--- config.mk ---
export PLATFORM = sky130hd
export DESIGN_NAME = pcnms_fifo
export DESIGN_NICKNAME = d
export VERILOG_FILES = /design/src/pcnms_pkg.sv /design/src/pcnms_fifo.sv
export SDC_FILE = /design/constraint.sdc
export NUM_CORES = 1
export LEC_CHECK = 0
export BUFFER_PORTS_ARGS = -buffer_cell sky130_fd_sc_hd__buf_2
export CORE_MARGIN = 2
export CORE_UTILIZATION = 42
export CTS_CLUSTER_DIAMETER = 50
export DETAILED_ROUTE_END_ITERATION = 6
export MAX_ROUTING_LAYER = met4
export PLACE_DENSITY = 0.68
export RECOVER_POWER = 50
export SLEW_MARGIN = 20
export SYNTH_ARGS = -nofsm -noshare
export SYNTH_HDL_FRONTEND = slang
export SYNTH_SLANG_ARGS = --single-unit
--- constraint.sdc ---
create_clock -name clk -period 9.75 [get_ports clk]
set_input_delay 0.4875 -clock clk [delete_from_list [all_inputs] [get_ports clk]]
set_output_delay 0.4875 -clock clk [all_outputs]
set_load 0.1 [all_outputs]
--- src/pcnms_pkg.sv ---
package pcnms_pkg;

	localparam int MaxBoxes   = 64;
	localparam int MaxClasses = 128;

	localparam logic [15:0] IouThrReset    = 16'd29491;
	localparam logic [7:0]  NumClassReset  = 8'd80;

	localparam logic CfgIdxThr = 1'b0;
	localparam logic CfgIdxNcl = 1'b1;

	typedef enum logic {
		REQ_LOAD  = 1'b0,
		REQ_FLUSH = 1'b1
	} req_t;

	typedef struct packed {
		logic [15:0] left_x;
		logic [15:0] top_y;
		logic [15:0] right_x;
		logic [15:0] bottom_y;
		logic [6:0]  label;
		logic [15:0] score;
	} box_t;

	// front to back command
	typedef struct packed {
		req_t req;
		box_t box;
	} cmd_t;

	typedef struct packed {
		box_t box;
		logic box_valid;
		logic last;
	} res_t;

	typedef enum logic [3:0] {
		ST_IDLE,
		ST_CLS,
		ST_SCAN,
		ST_SCAN_RD,
		ST_CHK_RD,
		ST_CHK_A,
		ST_CHK_B,
		ST_CHK_C,
		ST_CHK_D,
		ST_CHK_E,
		ST_EMIT,
		ST_FINAL
	} back_st_t;

endpackage

--- src/pcnms_fifo.sv ---
module pcnms_fifo
	import pcnms_pkg::*;
(
	input  logic clk,
	input  logic arst_n,
	input  logic wr_valid,
	output logic wr_ready,
	input  cmd_t wr_data,
	output logic rd_valid,
	input  logic rd_ready,
	output cmd_t rd_data
);

	cmd_t       mem_q [4];
	logic [1:0] wp_q, rp_q;
	logic [2:0] cnt_q;
	logic       wr, rd;

	assign wr_ready = cnt_q != 3'd4;
	assign rd_valid = cnt_q != 3'd0;
	assign rd_data  = mem_q[rp_q];
	assign wr = wr_valid && wr_ready;
	assign rd = rd_valid && rd_ready;

	always_ff @(posedge clk) begin
		if (wr) mem_q[wp_q] <= wr_data;
	end

	always_ff @(posedge clk or negedge arst_n) begin
		if (!arst_n) begin
			wp_q  <= '0;
			rp_q  <= '0;
			cnt_q <= '0;
		end else begin
			if (wr) wp_q <= wp_q + 2'd1;
			if (rd) rp_q <= rp_q + 2'd1;
			cnt_q <= cnt_q + {2'b0, wr} - {2'b0, rd};
		end
	end

endmodule

# --- After elaboration in Yosys (flattened, before gate mapping) ---
# Memory sizes are Yosys's and may differ from the RTL's.
# Cells that the tools add are included.
word_totals:
  wordCells: 14
  mem_bits_rw: 352
  mem_count: 1
  output_inout_bits: 90
  regBits: 7
mem_list:
  columns: ["memory", "words", "width", "rd", "rd_ports_with_merged_regs", "wr", "line", "text"]
  rows:
  - ["mem_q", 4, 88, 1, 0, 1, "pcnms_fifo.sv:14", "cmd_t mem_q [4];"]
classes:
  n_mux: 2
  add_sub_neg: 4
  n_reduce_logical: 3
  n_eq_ne: 1
ops:
  columns: ["cell", "n"]
  rows:
  - ["$add A2 B1 Y2 const B", 2]
  - ["$add A3 B1 Y3", 1]
  - ["$ne A3 B3 Y1 const B", 1]
  - ["$reduce_bool A3 Y1", 1]
  - ["$sub A3 B1 Y3", 1]
  - ["$logic_and A1 B1 Y1", 2]
  - ["$mux W1", 2]

# --- Depth between registers and ports, before layout ---
# Gate-level depths: netlist of the first run.
depth:
  word_depth: 4
  mapped_depth: 9

# --- Worst setup path after synthesis of the first run ---
# No wires, ideal clock.
synth_path:
  path_type: "register -> register"
  from: "register cnt_q[2]"
  to: "memory mem_q[0][0] (netlist bit), enable pin"
  n_path_buf: 0
  required_ps: 9293
  path_stages_with_launch: 3
  slack_ps: 6513
  t_arrival_ps: 2780
  path_cell_list: "dfrtp_1 -> nor3b_2 -> and3b_1"
synth_between:
  elab_chain_cells: 4
synth_rtl:
  columns: ["element", "line", "text"]
  rows:
  - ["start: declaration", "pcnms_fifo.sv:16", "logic [2:0] cnt_q;"]
  - ["start signal: assignment", "pcnms_fifo.sv:37", "cnt_q <= cnt_q + {2'b0, wr} - {2'b0, rd};"]
  - ["$ne A3 B3 Y1", "pcnms_fifo.sv:19", "assign wr_ready = cnt_q != 3'd4;"]
  - ["$logic_and A1 B1 Y1", "pcnms_fifo.sv:22", "assign wr = wr_valid && wr_ready;"]
  - ["$mux W1", "pcnms_fifo.sv:26", "if (wr) mem_q[wp_q] <= wr_data;"]
  - ["$mux W1 (implied by the code)", "pcnms_fifo.sv:26", null]
  - ["end: declaration", "pcnms_fifo.sv:14", null]
# Every way passes these cells.

==> results by group, run 1 <==
Detailed routing
  – Via count: 5929
  – Iteration-0 DRC count of the detailed router: 392
  – Total Routed Length: 24.18 mm
  – Drt drc: 0
  – Drt pass-1 iters: 6
  – Vias per inst: 5.169
  – Routed Antenna Nets: 0
  – DR WL/cell: 21.08 um

Critical path
  – Crit path arrival time: 4720 ps
  – CP Launch Type: flip-flop
  – Worst setup path class: flip-flop to output pin
  – Req. time, crit path: 9260 ps
  – Setup slack, reg-to-reg: 6540 ps
  – Crit path max fanout: 46
  – Worst Setup End Kind: output pin
  – RR Endpoint: rp_q[1]
  – R2R depth: 2
  – Worst r2r src: rp_q[0]

STA
  – Final period util: 53.45%
  – # setup viols final: 0
  – Max Slew Vio Count: 46
  – Hold Vio Cnt, Final: 0
  – Slew HR: -83.77%
  – Worst-margin pin slew: 2757 ps
  – RSZ-0062 raised after global routing: no
  – Fmax: 191.9 MHz
  – Final Critical Period: 5211 ps
  – TNS Setup: 0 ps
  – Clock skew: 16.02 ps

Synthesis
  – Count leader, synth: edfxtp_1
  – Synth Area per Inst: 26.47 um2
  – Synth cell count leaders: edfxtp_1, mux4_2, buf_12, buf_2, dfrtp_1
  – Top cell type by total area after synthesis: edfxtp_1
  – Library cells used by synthesis: 21
  – Most frequently used flop master after synthesis: edfxtp_1
  – Sequential fraction of the synthesis area: 81.03%
  – Share of synthesized registers carrying an async set or reset: 1.950%
  – Area contributors post-synth: edfxtp_1, mux4_2, buf_12, dfrtp_1, ha_1
  – Post-synth EDFFs: 352
  – Syn nets: 600
  – Mapped Area: 13260 um2
  – Yosys top cell area share: 79.71%
  – Syn Inst Count: 501
  – Synth warnings: 0
  – Synth Register Bits: 359

Worst hold path
  – Min-Delay Path Class: input port to flip-flop
  – Worst hold path cell count: 1
  – Hold path startpoint: wr_data[11]
  – Hold path endpoint: mem_q[3][11]

Finish
  – Diodes inserted: 0
  – Reg area: 10750 um2
  – Share of cells above drive strength 1: 33.29%
  – Area grow syn2layout: 18.39%
  – Nets: 812
  – Filler cells: 2496
  – Post-route cell area: 15700 um2
  – Footprint of the multi-input gates: 2245 um2

Clocking
  – Maximum buffer depth of the clock tree: 3
  – Worst-path clk slew: 60 ps
  – CTS Root Cell: clkbuf_16
  – CTS tree: done
  – TritonCTS buffer count: 42
  – Clock Latency Late Sink: 520 ps
  – Clk sink count: 359
  – H-tree depth: 2
  – Post-CTS Setup Inserts: 0

Floorplan
  – Die Area: 33010 um2
  – Core ar.: 31310 um2
  – Initial cell density of the core: 42.35%
  – Die width: 181.7 um
  – Num rows: 65
  – Ports: 182
  – Die height: 181.7 um

Global route
  – Global-route wire length before repair: 37.20 mm
  – Largest net degree at the start of global routing: 69
  – Vias in the first global route: 6516
  – Global Route Usage Sum: 15.18%
  – Initial antenna violation count: 0
  – Total gr overflow: 0

Place
  – RePlAce Congestion: 0.7016
  – Placement-stage cell area: 14490 um2
  – Post-DP HPWL: 13.99 mm
  – PortBufs: 181

Flow run
  – Maxcap violations: 1

Status
  – Failing checks: capacitance limit, slew limit
  – Status: finished with violations
## layout by cell type (no fill, tap or decap), drive strengths merged, types with 2 or more instances in the layout
cell and n:
dfrtp 7, xnor2 3, clkinv 10, nand4bb 2
buf 98, inv 10, edfxtp 352, and3b 4
clkbuf 146, ha 6, mux4 88, nand2b 4
clkinvlp 3, o211ai 2, bufinv 2
## worst max-delay path by stage
stage,start,to,slack (ps),cells past startpoint
floorplan,cnt_q[2],mem_q[0][0],6510,2
global placement,rp_q[0],rd_data[63],6300,3
detailed placement,rp_q[0],rd_data[63],6280,3
CTS,rp_q[0],rd_data[63],5720,3
global route,rp_q[0],rd_data[53],3840,3
finish,rp_q[0],rd_data[29],4540,3
## flip-flops by register name, indices dropped and copies added, names as in the netlist
name,flops
cnt_q,3
mem_q,352
rp_q,2
wp_q,2
## metrics by stage
step | hold WS, ps | util (%) | setup slack [ps] | std cells
floorplan | 191.9 | - | 6513 | 501
global placement | 325.0 | 46.29 | 6303 | 1070
detailed placement | 331.5 | 46.29 | 6283 | 1070
CTS | 157.3 | 50.57 | 5723 | 1147
global route | 209.1 | 50.14 | 3835 | 1147
finish | 225.4 | 50.14 | 4539 | 1147
## worst max-delay path: stages (launching register included)
cell and delay, ps:
dfrtp_1 2210, buf_4 960, mux4_2 610, buf_2 310
## metal layers
metal	GRT usage, %	part of all wire, %	wire (um)
met5	-	0	0
met1	18.87	41	9898
met3	3.710	6.3	1535
met4	3.870	1.5	374
met2	25.23	51	12370
## kinds of logic (layout without fill, tap and decap cells)
group / count (synthesis) / in the layout / share of synthesized area, %
compound gates: 4 / 4 / 0.2453
xor+xnor: 4 / 4 / 0.2642
fa+ha+maj: 7 / 7 / 0.7170
buf+inv: 26 / 270 / 2.010
flops: 359 / 359 / 81.03
mux: 88 / 88 / 14.94
simple gates: 13 / 13 / 0.7924
## area by class of cell
cell class,count,area share [%]
repair buffers,188,5.411
clock inverters,19,1.100
clock buffers,57,7.380
multi-input cells,116,14.30
inverters,6,0.1434
well taps,402,3.204
flip-flops and latches,359,68.47
## what timing repair did
item                      in CTS  in global routing
gates resized for setup        0                  0
hold endpoints to repair       7                  0
hold buffers                   1                  0
Power of run 1 is left out: the tool's default activity adds up to more than one toggle a clock period on the data nets, which glitch-free logic cannot reach.
==> run 2, diff against run 1 <==
ABC_AREA = 1   (was default)
clock period = 5 ns   (was 9.75 ns; I/O delays follow)
==> run 2 against run 1 <==
- the flow still finishes with violations (capacitance limit, slew limit)
- via count grew 53%
- highest routed layer unchanged
- clock skew shrank 3.7 ps
- worst setup slack lost 3100 ps
- flip-flop and latch count is the same
- critical endpoint is now mem_q[3][57]
- register-to-register slack lost 5100 ps
- count of clock-buffer cells in the layout shrank 7
- design area grew 12%
- critical path type is now flip-flop to flip-flop
- wire length grew 20%
- non-clock buffer count grew 94
- area after synthesis grew 7.3%
- largest cell class unchanged
- global-route usage grew 1.7 points
- sequential share of layout area shrank 7.3 points
==> results by group, run 2 <==
STA
  – Clock skew: 12.27 ps (-3.749 ps)
  – Worst-margin pin slew: 2726 ps (-31.02 ps)
  – Slew HR: -81.70% (+2.1 points)
  – Worst Setup Slack, final: 1457 ps (-3082 ps)
  – Max Slew Vio Count: 193 (+320%)
  – Final Critical Period: 3543 ps
  – WHS: 27.63 ps (-197.8 ps)
  – Hold Vio Cnt, Final: 0 (unchanged)
  – Fmax: 282.3 MHz
  – Final period util: 70.86%
  – # setup viols final: 0 (unchanged)
  – RSZ-0062 raised after global routing: no

Place
  – Placement-stage cell area: 15510 um2 (+7.0%)
  – RePlAce Congestion: 0.7419 (+5.7%)
  – Post-DP HPWL: 15.62 mm (+12%)
  – Placed cells: 1754 (+64%)
  – PortBufs: 181 (unchanged)
  – Place WS: 2263 ps (-4020 ps)

Clocking
  – Post-CTS Setup Inserts: 0 (unchanged)
  – Maximum buffer depth of the clock tree: 3 (unchanged)
  – Clock Latency Late Sink: 520 ps (about the same)
  – Worst-path clk slew: 60 ps (about the same)
  – TritonCTS buffer count: 41 (-2.4%)
  – H-tree depth: 2 (unchanged)
  – Clk sink count: 359 (unchanged)
  – CTS tree: done
  – CTS Root Cell: clkbuf_16

Worst hold path
  – Min-Delay Path Class: input port to flip-flop

Synthesis
  – Top cell type by total area after synthesis: edfxtp_1
  – Synth warnings: 0 (unchanged)
  – Syn nets: 1271 (+110%)
  – Share of synthesized registers carrying an async set or reset: 1.950% (unchanged)
  – Area contributors post-synth: edfxtp_1, nand2_1, o21ai_0, nor2_1, inv_1
  – Synth Area per Inst: 12.14 um2 (-54%)
  – Synth Register Bits: 359 (unchanged)
  – Count leader, synth: edfxtp_1
  – Mapped Area: 14230 um2 (+7.3%)
  – Synth cell count leaders: edfxtp_1, nand2_1, nor2_1
  – Library cells used by synthesis: 18 (-14%)
  – Most frequently used flop master after synthesis: edfxtp_1
  – Syn Inst Count: 1172 (+130%)
  – Sequential fraction of the synthesis area: 75.52% (-5.5 points)
  – Post-synth EDFFs: 352 (unchanged)
  – Yosys top cell area share: 74.29% (-5.4 points)

Finish
  – Largest register FFs: 352 (unchanged)
  – Area grow syn2layout: 23.56%
  – Post-route cell area: 17580 um2 (+12%)
  – Most frequent cells in the layout: edfxtp_1, nand2_1, nor2_1
  – Post-route insts no fill: 1917 (+67%)
  – Biggest regs: mem_q (352), cnt_q (3)
  – Reg area: 10750 um2 (unchanged)
  – Nets: 1539 (+90%)
  – Commonest non-fill, non-tap cell in the layout: edfxtp_1
  – Top reg by flops: mem_q
  – Footprint of the multi-input gates: 2765 um2 (+23%)
  – Share of cells above drive strength 1: 11.18% (-22 points)
  – Filler cells: 2836 (+14%)

Global route
  – Vias in the first global route: 9174 (+41%)
  – Initial antenna violation count: 2 (+2)
  – Global Route Usage Sum: 16.90% (+1.7 points)
  – Global-route wire length before repair: 46.47 mm (+25%)
  – Largest net degree at the start of global routing: 267 (+290%)
  – Total gr overflow: 0 (unchanged)

Floorplan
  – Die width: 188.1 um (+3.5%)
  – Die Area: 35370 um2 (+7.1%)
  – Num rows: 67 (+3.1%)
  – Die height: 188.1 um (+3.5%)
  – Core ar.: 33450 um2 (+6.8%)
  – Initial cell density of the core: 42.54% (+0.19 points)
  – Ports: 182 (unchanged)

Critical path
  – Crit-path most repeated cell: nand2_1
  – Critical Path Max Stage Delay: 1870 ps (-340 ps)
  – Worst Setup End Kind: flip-flop
  – Worst setup path class: flip-flop to flip-flop
  – Req. time, crit path: 5070 ps (-4190 ps)
  – Buffers & Inverters on Critical Path: 1 (-1)
  – Crit path max fanout: 88 (+91%)
  – Slowest-stage cell, CP: clkbuf_2
  – Crit path arrival time: 3610 ps (-1110 ps)
  – Delay-heaviest family, CP: buffers and inverters
  – CP Launch Type: flip-flop
  – Critical path, cell by cell: nor2_1, nand2_1, nand2_1, nor2_4, clkbuf_2

Detailed routing
  – Via count: 9052 (+53%)
  – Iteration-0 DRC count of the detailed router: 631 (+61%)
  – Routed Antenna Nets: 0 (unchanged)
  – Drt drc: 0 (unchanged)
  – Vias per inst: 4.722 (-8.7%)
  – Drt pass-1 iters: 4 (-2)
  – DR WL/cell: 15.11 um (-28%)
  – Total Routed Length: 28.96 mm (+20%)

Status
  – Status: finished with violations
  – Failing checks: capacitance limit, slew limit

Flow run
  – Maxcap violations: 3 (+2)
==> run 2: changes by cell type in the layout (fill, tap and decap cells not counted), sizes merged, moves of 3 or more <==
cell         delta
clkbuf          -3
dlygate4sd3    +89
nor2          +181
and3b           -4
nand3           +5
mux4           -88
xnor2           -3
nand2b          -4
clkinv          +4
o21ai         +176
inv            +94
nand2         +282
==> run 2: area by class of cell <==
| class | count | share of cell area (%) |
|---|---|---|
| Sequential cell | 359 | 61.14 |
| Multi-Input combinational cell | 652 | 15.73 |
| Timing Repair Buffer | 282 | 10.33 |
| Clock buffer | 50 | 6.270 |
| Tap cell | 448 | 3.188 |
| Inverter | 104 | 2.256 |
| Clock inverter | 20 | 1.060 |
| Antenna cell | 2 | 0.02847 |
==> run 2: routing by layer <==
metal	routed length, um	global-route usage [%]	part of all wire (%)
met5	0	-	0
met4	733	5.482	2.5
met3	1351	2.957	4.7
met2	14280	28.51	49
met1	12590	20.72	43
==> run 2: cell families after synthesis <==
group	count (synthesis)	synth area share [%]
and+or+nand+nor	469	12.42
adders and majority gates	7	0.6683
AOI/OAI and AO/OA	176	6.191
buffers and inverters	161	5.206
DFF	359	75.52
==> run 2: path summary, 6_finish.rpt <==
kind / from / to / slack [ps] / cells past startpoint
setup reg to reg: cnt_q[1] / mem_q[3][57] / 1460 / 5
hold / removal: wr_valid / wp_q[1] / 30 / 3
hold reg to reg: cnt_q[0] / cnt_q[0] / 520 / 1
setup / recovery: cnt_q[1] / mem_q[3][57] / 1460 / 5
max in group asynchronous: arst_n / rp_q[0] / 4480 / 2
min in group asynchronous: arst_n / rp_q[0] / 190 / 2
==> run 2: through the flow <==
step,TNS (ps),util (%)
2_1_floorplan,-268540,-
3_3_place_gp,0,46.37
3_5_place_dp,0,46.37
4_1_cts,0,52.92
5_1_grt,0,52.56
6_report,0,52.56
==> run 2: tightest hold or removal path: cells and delay by family <==
family | cells | cell delay (ps)
buffers and inverters | 1 | 100
and+or+nand+nor | 2 | 150
==> run 2: what timing repair did <==
action / in CTS / in global routing
gates resized for setup: 0 / 0
hold endpoints to repair: 360 / 0
hold buffers: 90 / 0
Power of run 2 is left out for the same reason.
