===== src/pcnms_pkg.sv =====
package pcnms_pkg;

	localparam int MaxBoxes   = 64;
	localparam int MaxClasses = 128;

	localparam logic [15:0] IouThrReset    = 16'd29491;
	localparam logic [7:0]  NumClassReset  = 8'd80;

	localparam logic CfgIdxThr = 1'b0;
	localparam logic CfgIdxNcl = 1'b1;

	typedef enum logic {
		REQ_LOAD  = 1'b0,
		REQ_FLUSH = 1'b1
	} req_t;

	typedef struct packed {
		logic [15:0] left_x;
		logic [15:0] top_y;
		logic [15:0] right_x;
		logic [15:0] bottom_y;
		logic [6:0]  label;
		logic [15:0] score;
	} box_t;

	// front to back command
	typedef struct packed {
		req_t req;
		box_t box;
	} cmd_t;

	typedef struct packed {
		box_t box;
		logic box_valid;
		logic last;
	} res_t;

	typedef enum logic [3:0] {
		ST_IDLE,
		ST_CLS,
		ST_SCAN,
		ST_SCAN_RD,
		ST_CHK_RD,
		ST_CHK_A,
		ST_CHK_B,
		ST_CHK_C,
		ST_CHK_D,
		ST_CHK_E,
		ST_EMIT,
		ST_FINAL
	} back_st_t;

endpackage


===== src/pcnms_if.sv =====
interface pcnms_in_if;
	import pcnms_pkg::*;
	logic        valid;
	logic        ready;
	logic        req_type;
	logic [15:0] left_x;
	logic [15:0] top_y;
	logic [15:0] right_x;
	logic [15:0] bottom_y;
	logic [6:0]  class_label;
	logic [15:0] score;
	modport source (output valid, req_type, left_x, top_y, right_x, bottom_y, class_label,
		score, input ready);
	modport sink (input valid, req_type, left_x, top_y, right_x, bottom_y, class_label,
		score, output ready);
endinterface



===== src/pcnms_front.sv =====
module pcnms_front
	import pcnms_pkg::*;
#(
	parameter int MAX_CLASSES = MaxClasses
) (
	pcnms_in_if.sink    in_ch,
	input  logic [7:0]  num_classes,
	output logic        cmd_valid,
	input  logic        cmd_ready,
	output cmd_t        cmd
);

	cmd_t c;
	logic keep;

	// labels out of range are dropped here; a flush always goes through
	always_comb begin
		c.req          = req_t'(in_ch.req_type);
		c.box.left_x   = in_ch.left_x;
		c.box.top_y    = in_ch.top_y;
		c.box.right_x  = in_ch.right_x;
		c.box.bottom_y = in_ch.bottom_y;
		c.box.label    = in_ch.class_label;
		c.box.score    = in_ch.score;
		keep = (c.req == REQ_FLUSH) || (({1'b0, in_ch.class_label} < num_classes)
			&& ({1'b0, in_ch.class_label} < 8'(MAX_CLASSES)));
	end

	assign in_ch.ready = cmd_ready;
	assign cmd_valid   = in_ch.valid && keep;
	assign cmd         = c;

endmodule


===== src/flat_wrapper.sv =====
// flat-port wrapper written by rule: the top's interface ports become plain ports
module pcnms_front_flat import pcnms_pkg::*;
#(
	parameter int MAX_CLASSES = MaxClasses
)
  (num_classes, cmd_valid, cmd_ready, cmd, in_ch_valid, in_ch_req_type, in_ch_left_x, in_ch_top_y, in_ch_right_x, in_ch_bottom_y, in_ch_class_label, in_ch_score, in_ch_ready);
  pcnms_in_if in_ch_i ();
  input  logic [7:0] num_classes;
  output logic cmd_valid;
  input  logic cmd_ready;
  output cmd_t cmd;
  input wire logic [$bits(in_ch_i.valid)-1:0] in_ch_valid;
  input wire logic [$bits(in_ch_i.req_type)-1:0] in_ch_req_type;
  input wire logic [$bits(in_ch_i.left_x)-1:0] in_ch_left_x;
  input wire logic [$bits(in_ch_i.top_y)-1:0] in_ch_top_y;
  input wire logic [$bits(in_ch_i.right_x)-1:0] in_ch_right_x;
  input wire logic [$bits(in_ch_i.bottom_y)-1:0] in_ch_bottom_y;
  input wire logic [$bits(in_ch_i.class_label)-1:0] in_ch_class_label;
  input wire logic [$bits(in_ch_i.score)-1:0] in_ch_score;
  output wire logic [$bits(in_ch_i.ready)-1:0] in_ch_ready;
  assign in_ch_i.valid = in_ch_valid;
  assign in_ch_i.req_type = in_ch_req_type;
  assign in_ch_i.left_x = in_ch_left_x;
  assign in_ch_i.top_y = in_ch_top_y;
  assign in_ch_i.right_x = in_ch_right_x;
  assign in_ch_i.bottom_y = in_ch_bottom_y;
  assign in_ch_i.class_label = in_ch_class_label;
  assign in_ch_i.score = in_ch_score;
  assign in_ch_ready = in_ch_i.ready;
  pcnms_front #(.MAX_CLASSES(MAX_CLASSES)) u_core (.in_ch(in_ch_i), .num_classes(num_classes), .cmd_valid(cmd_valid), .cmd_ready(cmd_ready), .cmd(cmd));
endmodule

===== config.mk =====
export PLATFORM = sky130hd
export DESIGN_NAME = pcnms_front_flat
export DESIGN_NICKNAME = d
export VERILOG_FILES = /design/src/pcnms_pkg.sv /design/src/pcnms_if.sv /design/src/pcnms_front.sv /design/src/flat_wrapper.sv
export SDC_FILE = /design/constraint.sdc
export NUM_CORES = 1
export LEC_CHECK = 0
export BUFFER_PORTS_ARGS = -buffer_cell sky130_fd_sc_hd__buf_2
export CELL_PAD_IN_SITES_DETAIL_PLACEMENT = 2
export CELL_PAD_IN_SITES_GLOBAL_PLACEMENT = 2
export CORE_MARGIN = 3
export CORE_UTILIZATION = 10
export DETAILED_ROUTE_END_ITERATION = 10
export PLACE_DENSITY = 0.92
export SYNTH_ARGS = -nofsm -noshare
export SYNTH_HDL_FRONTEND = slang
export SYNTH_SLANG_ARGS = --single-unit

===== constraint.sdc =====
create_clock -name vclk -period 1.6
set_input_delay 0.08 -clock vclk [all_inputs]
set_output_delay 0.08 -clock vclk [all_outputs]
set_load 0.01 [all_outputs]

== After elaboration in Yosys (flattened, before gate mapping) ==
Cells that the tools add are included.

* Memories: 0
* Register bits after elaboration: 0
* Memory bits (read-only): 0
* Output and inout bits: 90
* Latch bits: 0
* Input port bits: 98
* RAM bits: 0
* Logic and storage cells: 3

* Add/subtract/negate cells: 0
* Reductions and logical operators: 2
* Multipliers: 0
* Eq/ne operators: 0
* Div/mod/pow operators: 0
* Bitwise logic cells: 0
* Mux-type cells: 0
* Shift-type cells: 0
* $lt $le $gt $ge: 1

{| class="wikitable"
|+ Operator list
! kind !! number
|-
| $lt A7 B8 Y1 || 1
|-
| $logic_and A1 B1 Y1 || 1
|-
| $logic_or A1 B1 Y1 || 1
|}

== Depth between registers and ports, before layout ==
Gate-level depths: netlist of run 1.

* Depth in word-level cells: 3
* Depth in mapped cells: 5
* Depth with buffers taken out: 5

== Worst setup path before layout of run 1 ==
No wires, ideal clock.

* Kind: in2out
* From: input num_classes[6]
* To: output cmd_valid
* Data required time: 1.520 ns
* Cell stages on the path: 5
* Arrival time: 0.949 ns
* Buffers on the path: 0
* Slack: 0.571 ns
* Cell sequence: inv_1 > ha_1 > or3b_4 > o211ai_2 > a21oi_1

* Longest elaborated chain between the ends: 3

{| class="wikitable"
|+ RTL lines
! element !! RTL line !! RTL
|-
| start: declaration || flat_wrapper.sv:8 || <nowiki>input logic [7:0] num_classes;</nowiki>
|-
| $lt A7 B8 Y1 || pcnms_front.sv:25 || <nowiki>keep = (c.req == REQ_FLUSH) || (({1'b0, in_ch.class_label} < num_classes)</nowiki>
|-
| $logic_or A1 B1 Y1 || pcnms_front.sv:25 ||
|-
| $logic_and A1 B1 Y1 || pcnms_front.sv:30 || <nowiki>assign cmd_valid = in_ch.valid && keep;</nowiki>
|-
| end: declaration || flat_wrapper.sv:9 || <nowiki>output logic cmd_valid;</nowiki>
|}

Every way passes these cells.

== Worst setup path after layout of run 1 ==
Ends and elaborated chain as after synthesis.

==> flow_metrics.env, run 1 <==
export IMPL_grt_max_degree=4
export IMPL_synthCells=112
export IMPL_post_route_period_util_pct=79.6
export IMPL_num_clock_buffers=0
export IMPL_drc=0
export IMPL_maxCapViolCount=0
export IMPL_wl_met1_um=393
export IMPL_clockPowerShare_pct=0
export IMPL_slew_viol_final=0
export IMPL_p_per_area_nw_per_um2=186
export IMPL_postCtsSetupBuffers=0
export IMPL_drt_initial_drc_count=3
export IMPL_postRouteAntennaNets=0
export IMPL_cpLargestDelayFamily="simple AND/OR/NAND/NOR gates"
export IMPL_netlist_cell_type_count=13
export IMPL_grt_pass1_vias=419
export IMPL_fp_dieW_um=97.8
export IMPL_place_congestion=0.601
export IMPL_nNetsFinal=155
export IMPL_combPwrFrac_pct=100.0
export IMPL_synth_warnings=0
export IMPL_hold_class="primary input to output pin"
export IMPL_finalNonFillerCells=151
export IMPL_synthTopCellsByArea="buf_4 (79%), ha_1 (8.9%), inv_1 (2.7%), o211ai_2 (1.5%), or3b_4 (1.3%)"
export IMPL_fmax_mhz=785
export IMPL_worstMarginPinSlew_ps=256
export IMPL_syn_area_per_cell_um2=7.52
export IMPL_finalSetupViolations=0
export IMPL_ys_seq_area_share_pct=0
export IMPL_pin_count=188
export IMPL_relSlewSlack_pct=82.9
export IMPL_critPathMaxFanout=2
export IMPL_p_int_mw=0.0407
export IMPL_avgViaCountPerCell=2.44
export IMPL_power_total_mw=0.0802
export IMPL_hpwl_um=1260
export IMPL_syn_nets=216
export IMPL_p_seq_share_pct=0
export IMPL_antenna_found_initial=0
export IMPL_rsz0062_at_grt="false"
export IMPL_status="complete, no violations"
export IMPL_end_kind="output pin"
export IMPL_top_layer="met4"
export IMPL_ir_drop_mv=0.0154
export IMPL_p_leak_nw=0.202
export IMPL_startpoint_type="primary input"
export IMPL_critPathSlowestCell="or3b_4"
export IMPL_hold_violations=0
export IMPL_seq_area_um2=0
export IMPL_p_sw_mw=0.0395
export IMPL_grt_overflow_total=0
export IMPL_cp_common_cell="buf_2"
export IMPL_drive_gt1_share_pct=59.2
export IMPL_track_usage_pct=2.60
export IMPL_drt_pass1_iterations=2
export IMPL_port_buffers=26
export IMPL_wl_um=1380
export IMPL_setup_tns_ps=0
export IMPL_cp_required_ps=1520
export IMPL_grt_pass1_wl_um=2020
export IMPL_area_growth_pct=-48.7
export IMPL_synth_cell_area_um2=842
export IMPL_path_class="primary input to output pin"
export IMPL_wire_per_inst_um=9.17
export IMPL_place_inst=151
export IMPL_rows=32
export IMPL_synth_top_area_share_pct=79.3
export IMPL_synth_top_cell_by_area="buf_4"
export IMPL_cts_resized_gates=0
export IMPL_dieArea_um2=9560
export IMPL_switching_share_pct=49.2
export IMPL_cp_num_buf_inv=3
export IMPL_n_antenna_cell=0
export IMPL_ctsHoldBuffers=0
export IMPL_worstPathArrival_ps=1190
export IMPL_finalCriticalPeriod_ps=1270
export IMPL_initial_core_util_pct=10.6
export IMPL_finalCoreUtilization_pct=5.42
export IMPL_route_met3_wl_um=241
export IMPL_floorplan_die_height_um=97.8
export IMPL_core_area_um2=7970
export IMPL_flops_and_latches=0
export IMPL_route_met2_wl_um=587
export IMPL_cpPeakStageDelay_ps=380
export IMPL_num_vias=368
export IMPL_crit_chain="buf_2 > inv_1 > ha_1 > or3b_4 > o211ai_2 > a21oi_1 > buf_2"
## cell type report
type | count | area [um^2]
fill | 949 | 7540
tap | 102 | 128
inverter | 6 | 22.5
multi-input combinational | 17 | 151
timing repair buffer | 26 | 130
## through the flow
step | instance area, um^2 | hold slack [ps] | setup slack, ps
after floorplan | 842 | 252 | 571
after global placement | 432 | 160 | 365
after detailed placement | 432 | 160 | 317
after CTS | 432 | 160 | 315
after global routing | 432 | 160 | 245
final | 432 | 160 | 327
## cells by family after synthesis
family	Yosys count	share of synthesized area (%)
buf+inv	95	82.0
fa+ha+maj	6	8.92
simple gates	5	4.01
compound gates	6	5.05
## cells in the final DEF, fill, tap and decap left out, drive strengths merged
| cell type | n |
|---|---|
| or3b | 2 |
| o211ai | 2 |
| a211oi | 1 |
| inv | 6 |
| nor2b | 1 |
| buf | 26 |
| a21oi | 2 |
| nand2 | 1 |
| ha | 6 |
| nor2 | 1 |
| o21ai | 1 |
## Yosys cell counts (all sizes together)
library cell	n
a211oi	1
buf	89
a21oi	2
nor2	1
ha	6
nand2	1
inv	6
o21ai	1
nor2b	1
o211ai	2
or3b	2
## routing by layer
metal,global-route usage (%),vias up
li1,-,134
met1,1.97,158
met2,4.01,42
met3,1.50,34
met4,3.51,0
met5,0,-
## power by group through the flow
stage / Sequential [mW] / Clock [mW] / Combinational [mW]
global route: 0 / 0 / 0.0940
global placement: 0 / 0 / 0.0812
CTS: 0 / 0 / 0.0855
finish: 0 / 0 / 0.0802
floorplan: 0 / 0 / 0.259
detailed placement: 0 / 0 / 0.0853
## worst paths after layout
check	from	endpoint	slack [ps]	cells after the start
setup / recovery	num_classes[6]	cmd_valid	330	7
hold / removal	in_ch_bottom_y[11]	cmd[34]	160	0
(Power assumes the default switching activity.)
==> run 2, diff against run 1 <==
--- a/config.mk
+++ b/config.mk
@@ -5,13 +5,14 @@
 export SDC_FILE = /design/constraint.sdc
 export NUM_CORES = 1
 export LEC_CHECK = 0
+export ABC_AREA = 1
 export BUFFER_PORTS_ARGS = -buffer_cell sky130_fd_sc_hd__buf_2
 export CELL_PAD_IN_SITES_DETAIL_PLACEMENT = 2
 export CELL_PAD_IN_SITES_GLOBAL_PLACEMENT = 2
 export CORE_MARGIN = 3
 export CORE_UTILIZATION = 10
 export DETAILED_ROUTE_END_ITERATION = 10
-export PLACE_DENSITY = 0.92
+export PLACE_DENSITY = 0.95
 export SYNTH_ARGS = -nofsm -noshare
 export SYNTH_HDL_FRONTEND = slang
 export SYNTH_SLANG_ARGS = --single-unit
==> constraint.sdc (replaced) <==
create_clock -name vclk -period 1.14
set_input_delay 0.057 -clock vclk [all_inputs]
set_output_delay 0.057 -clock vclk [all_outputs]
set_load 0.01 [all_outputs]
==> run 2 against run 1 <==
  * Combinational power rose by 76%
  * Synthesized area is 3.1% higher
  * Sequential share of layout area is the same
  * Clock-buffer cell count did not move
  * Die area rose by 2.9%
  * Non-clock buffer count is the same
  * Critical path type unchanged
  * Critical path depth is the same
  * Critical endpoint unchanged
  * Total power rose by 76%
  * Routed wire length rose by 19%
  * Global-route usage up 0.16 points
  * Via count grew 8.7%
  * Design area increased by 19%
==> flow_metrics.env, run 2 <==
export IMPL_status="complete, no violations"
export IMPL_syn_area_per_cell_um2=7.12
export IMPL_finalCoreUtilization_pct=6.17
export IMPL_antenna_found_initial=0
export IMPL_finalCriticalPeriod_ps=1120
export IMPL_grt_max_degree=3
export IMPL_n_antenna_cell=0
export IMPL_synth_most_common_cell="buf_4"
export IMPL_port_buffers=26
export IMPL_slew_viol_final=0
export IMPL_seq_area_um2=0
export IMPL_whs_ps=114
export IMPL_place_inst=164
export IMPL_wire_per_inst_um=10.0
export IMPL_worstMarginPinSlew_ps=153
export IMPL_post_route_period_util_pct=98.6
export IMPL_ir_drop_mv=0.0302
export IMPL_fillers=1020
export IMPL_drt_pass1_iterations=1
export IMPL_core_area_um2=8340
export IMPL_place_congestion=0.646
export IMPL_drc=0
export IMPL_critPathMaxFanout=2
export IMPL_pin_count=188
export IMPL_synth_top_area_share_pct=76.9
export IMPL_wl_um=1650
export IMPL_end_kind="output pin"
export IMPL_rsz0062_at_grt="true"
export IMPL_initial_core_util_pct=10.4
export IMPL_rows=33
export IMPL_synthCells=122
export IMPL_power_total_mw=0.141
export IMPL_relSlewSlack_pct=89.8
export IMPL_fmax_mhz=889
export IMPL_startpoint_type="primary input"
export IMPL_grt_pass1_vias=419
export IMPL_num_clock_buffers=0
export IMPL_worstPathArrival_ps=1070
export IMPL_finalSetupViolations=0
export IMPL_synth_top_cell_by_area="buf_4"
export IMPL_synth_cell_area_um2=868
export IMPL_setup_tns_ps=0
export IMPL_num_vias=400
export IMPL_hold_violations=0
export IMPL_drt_initial_drc_count=0
export IMPL_nNetsFinal=165
export IMPL_postRouteAntennaNets=0
export IMPL_floorplan_die_height_um=99.2
export IMPL_p_leak_nw=0.265
export IMPL_syn_nets=226
export IMPL_netlist_cell_type_count=10
export IMPL_track_usage_pct=2.76
export IMPL_path_class="primary input to output pin"
export IMPL_synth_common_cells="buf_4 (89), inv_1 (13), nand2_1 (8), ha_1 (6)"
export IMPL_maxCapViolCount=0
export IMPL_startpoint="in_ch_class_label[5]"
export IMPL_synth_warnings=0
export IMPL_avgViaCountPerCell=2.44
export IMPL_fp_dieW_um=99.2
export IMPL_holdPathEnd="cmd[27]"
export IMPL_synthTopCellsByArea="buf_4 (77%), ha_1 (8.6%), inv_1 (5.6%), nand2_1 (3.5%), a22oi_2 (1.4%)"
export IMPL_cp_required_ps=1080
export IMPL_hold_class="primary input to output pin"
export IMPL_hpwl_um=1470
export IMPL_grt_overflow_total=0
export IMPL_area_growth_pct=-40.8
export IMPL_dieArea_um2=9840
export IMPL_ys_seq_area_share_pct=0
export IMPL_p_per_area_nw_per_um2=274
export IMPL_min_path_cells=0
export IMPL_ctsHoldBuffers=0
export IMPL_grt_pass1_wl_um=2210
export IMPL_layout_common_cells="buf_2 (25), inv_1 (12), nand2_1 (6), ha_4 (3), ha_1 (3)"
export IMPL_final_common_cell="buf_2"
export IMPL_postCtsSetupBuffers=0
export IMPL_drive_gt1_share_pct=61.0
export IMPL_hold_start="in_ch_bottom_y[4]"
export IMPL_finalNonFillerCells=164
export IMPL_flops_and_latches=0
[run 2: changes by cell type in the layout (fill, tap and decap cells not counted), moves of 2 or more]
cell / change
a21oi_1: -2
nand2_1: +5
nand2_2: +2
ha_4: +3
ha_1: -3
inv_1: +6
a21oi_2: +2
[run 2: kinds of logic after synthesis]
group / count (synthesis) / share of synthesized area, %
buffers and inverters: 102 / 82.6
AND/OR/NAND/NOR: 10 / 4.90
adder cells (fa/ha/maj): 6 / 8.65
AO/OA/AOI/OAI: 4 / 3.89
[run 2: area by class of cell]
| type | count | area (um^2) | share of cell area (%) |
|---|---|---|---|
| inverters | 13 | 48.8 | 9.49 |
| multi-input cells | 20 | 198 | 38.4 |
| well taps | 105 | 131 | 25.5 |
| repair buffers | 26 | 136 | 26.5 |
[run 2: what timing repair did]
action,CTS,global route
pin swaps,1,3
cloned,0,0
resized for setup,2,6
setup endpoints to repair,1,1
endpoints found under the hold margin,0,0
[run 2: through the flow]
step	worst slack [ps]	area, um^2
finish	15.4	514
global route	-72.0	514
CTS	4.67	487
detailed placement	-29.3	462
global placement	6.80	462
floorplan	236	868
[run 2: report_power, final]
group          internal (mW)  switching [mW]  total, mW
clock                      0               0          0
sequential                 0               0          0
combinational         0.0711          0.0700      0.141
total                 0.0711          0.0700      0.141
[run 2: worst max-delay path by stage]
stage	endpoint	slack (ps)
floorplan	cmd_valid	240
global placement	cmd_valid	7
detailed placement	cmd_valid	-30
CTS	cmd_valid	5
global route	cmd_valid	-70
finish	cmd_valid	20
[run 2: routing by layer]
metal  vias to the layer above  part of all wire, %  global-route usage [%]
li1                        151                    -                       -
met1                       159                   18                    1.72
met4                         0                   17                    4.73
met3                        32                   21                    1.05
met2                        58                   44                    4.60
met5                         -                    0                       0
[run 2: worst max-delay path, cell delays in order]
cell and delay (ps):
buf_2 120, ha_4 230, a21o_1 160, a22oi_2 160
nand2_2 80, a21oi_2 120, buf_2 130
==> run 3, diff against run 2 <==
--- a/config.mk
+++ b/config.mk
@@ -12,7 +12,7 @@
 export CORE_MARGIN = 3
 export CORE_UTILIZATION = 10
 export DETAILED_ROUTE_END_ITERATION = 10
-export PLACE_DENSITY = 0.95
+export PLACE_DENSITY = 0.91
 export SYNTH_ARGS = -nofsm -noshare
 export SYNTH_HDL_FRONTEND = slang
 export SYNTH_SLANG_ARGS = --single-unit
==> constraint.sdc (replaced) <==
create_clock -name vclk -period 1.35
set_input_delay 0.0675 -clock vclk [all_inputs]
set_output_delay 0.0675 -clock vclk [all_outputs]
set_load 0.01 [all_outputs]
==> run 3 against run 2 <==
  * Worst hold slack improved by 21 ps
  * Sequential share of layout area did not move
  * Worst setup slack improved by 190 ps
  * Cell count did not move
  * Non-clock buffer count did not move
  * Total power fell by 28%
  * Global-route usage rose by 0.13 points
  * Die area did not move
  * Design area fell by 10%
  * Routed wire length rose by 1.6%
  * Critical path type unchanged
  * Largest cell class unchanged
==> flow_metrics.env, run 3 (same netlist as run 2, synthesis figures left out) <==
export IMPL_p_leak_nw=0.263
export IMPL_drt_initial_drc_count=1
export IMPL_grt_max_degree=3
export IMPL_drc=0
export IMPL_num_vias=407
export IMPL_combPwrFrac_pct=100.0
export IMPL_floorplan_die_height_um=99.2
export IMPL_finalSetupViolations=0
export IMPL_p_int_mw=0.0500
export IMPL_holdPathEnd="cmd[49]"
export IMPL_final_common_cell="buf_2"
export IMPL_worstPathArrival_ps=1070
export IMPL_critPathMaxFanout=2
export IMPL_grt_pass1_wl_um=2310
export IMPL_dp_worst_setup_slack_ps=187
export IMPL_cpLargestDelayFamily="compound AO/OA/AOI/OAI gates"
export IMPL_core_area_um2=8340
export IMPL_setup_tns_ps=0
export IMPL_cp_required_ps=1280
export IMPL_worstMarginPinSlew_ps=133
export IMPL_cp_num_buf_inv=2
export IMPL_clockPowerShare_pct=0
export IMPL_min_path_cells=0
export IMPL_p_sw_mw=0.0517
export IMPL_ctsHoldBuffers=0
export IMPL_postRouteAntennaNets=0
export IMPL_place_congestion=0.661
export IMPL_hold_start="in_ch_right_x[10]"
export IMPL_critPathSlowestCell="ha_1"
export IMPL_status="complete, no violations"
export IMPL_p_seq_share_pct=0
export IMPL_area_growth_pct=-46.8
export IMPL_rsz0062_at_grt="false"
export IMPL_path_class="primary input to output pin"
export IMPL_cp_common_cell="buf_2"
export IMPL_finalCriticalPeriod_ps=1140
export IMPL_grt_pass1_vias=438
export IMPL_post_route_period_util_pct=84.6
export IMPL_end_kind="output pin"
export IMPL_fmax_mhz=876
export IMPL_n_antenna_cell=0
export IMPL_flops_and_latches=0
export IMPL_avgViaCountPerCell=2.48
export IMPL_hpwl_um=1490
export IMPL_slew_viol_final=0
export IMPL_dieArea_um2=9840
export IMPL_initial_core_util_pct=10.4
export IMPL_postLayoutSetupSlackWorst_ps=208
export IMPL_drt_pass1_iterations=4
export IMPL_maxCapViolCount=0
export IMPL_p_per_area_nw_per_um2=220
export IMPL_whs_ps=135
export IMPL_crit_chain="buf_2 > ha_1 > a21o_1 > a22oi_2 > nand2_1 > a21oi_2 > buf_2"
export IMPL_relSlewSlack_pct=91.1
export IMPL_rows=33
export IMPL_fillers=1012
export IMPL_switching_share_pct=50.9
export IMPL_grt_overflow_total=0
export IMPL_hold_class="primary input to output pin"
export IMPL_port_buffers=26
export IMPL_cts_resized_gates=0
export IMPL_wire_per_inst_um=10.2
export IMPL_hold_violations=0
export IMPL_startpoint_type="primary input"
export IMPL_nNetsFinal=165
export IMPL_wl_um=1670
export IMPL_cpPeakStageDelay_ps=300
export IMPL_layout_common_cells="buf_2 (26), inv_1 (13), nand2_1 (8), ha_1 (6)"
export IMPL_ir_drop_mv=0.0195
export IMPL_drive_gt1_share_pct=49.2
export IMPL_pin_count=188
export IMPL_path_depth=7
export IMPL_postCtsSetupBuffers=0
export IMPL_antenna_found_initial=0
export IMPL_seq_area_um2=0
export IMPL_track_usage_pct=2.89
export IMPL_fp_dieW_um=99.2
export IMPL_num_clock_buffers=0
-- run 3: worst max-delay path by stage --
| stage | startpoint | slack [ps] | end |
|---|---|---|---|
| floorplan | num_classes[5] | 420 | cmd_valid |
| global placement | in_ch_class_label[5] | 220 | cmd_valid |
| detailed placement | in_ch_class_label[5] | 190 | cmd_valid |
| CTS | in_ch_class_label[5] | 190 | cmd_valid |
| global route | in_ch_class_label[3] | 100 | cmd_valid |
| finish | in_ch_class_label[5] | 210 | cmd_valid |
-- run 3: power by group through the flow --
stage	sequential, mW	combinational [mW]	clock, mW
floorplan	0	0.314	0
global placement	0	0.0980	0
detailed placement	0	0.106	0
CTS	0	0.106	0
global route	0	0.119	0
finish	0	0.102	0
-- run 3: through the flow --
stage                     total power, mW  utilization [%]  cells  instance area [um^2]
after floorplan                     0.314                -    122                   868
after global placement             0.0980             5.54    164                   462
after detailed placement            0.106             5.54    164                   462
after CTS                           0.106             5.54    164                   462
after global routing                0.119             5.54    164                   462
final                               0.102             5.54    164                   462
-- run 3: cell type report --
type	instances	area [um^2]	share of cell area, %
multi-input combinational	20	151	32.8
inverter	13	48.8	10.6
tap	105	131	28.5
timing repair buffer	26	130	28.2
-- run 3: per-layer routing --
metal | routed length (um) | track usage (%)
met1 | 328 | 1.68
met2 | 747 | 5.17
met3 | 306 | 0.842
met4 | 291 | 4.94
met5 | 0 | 0
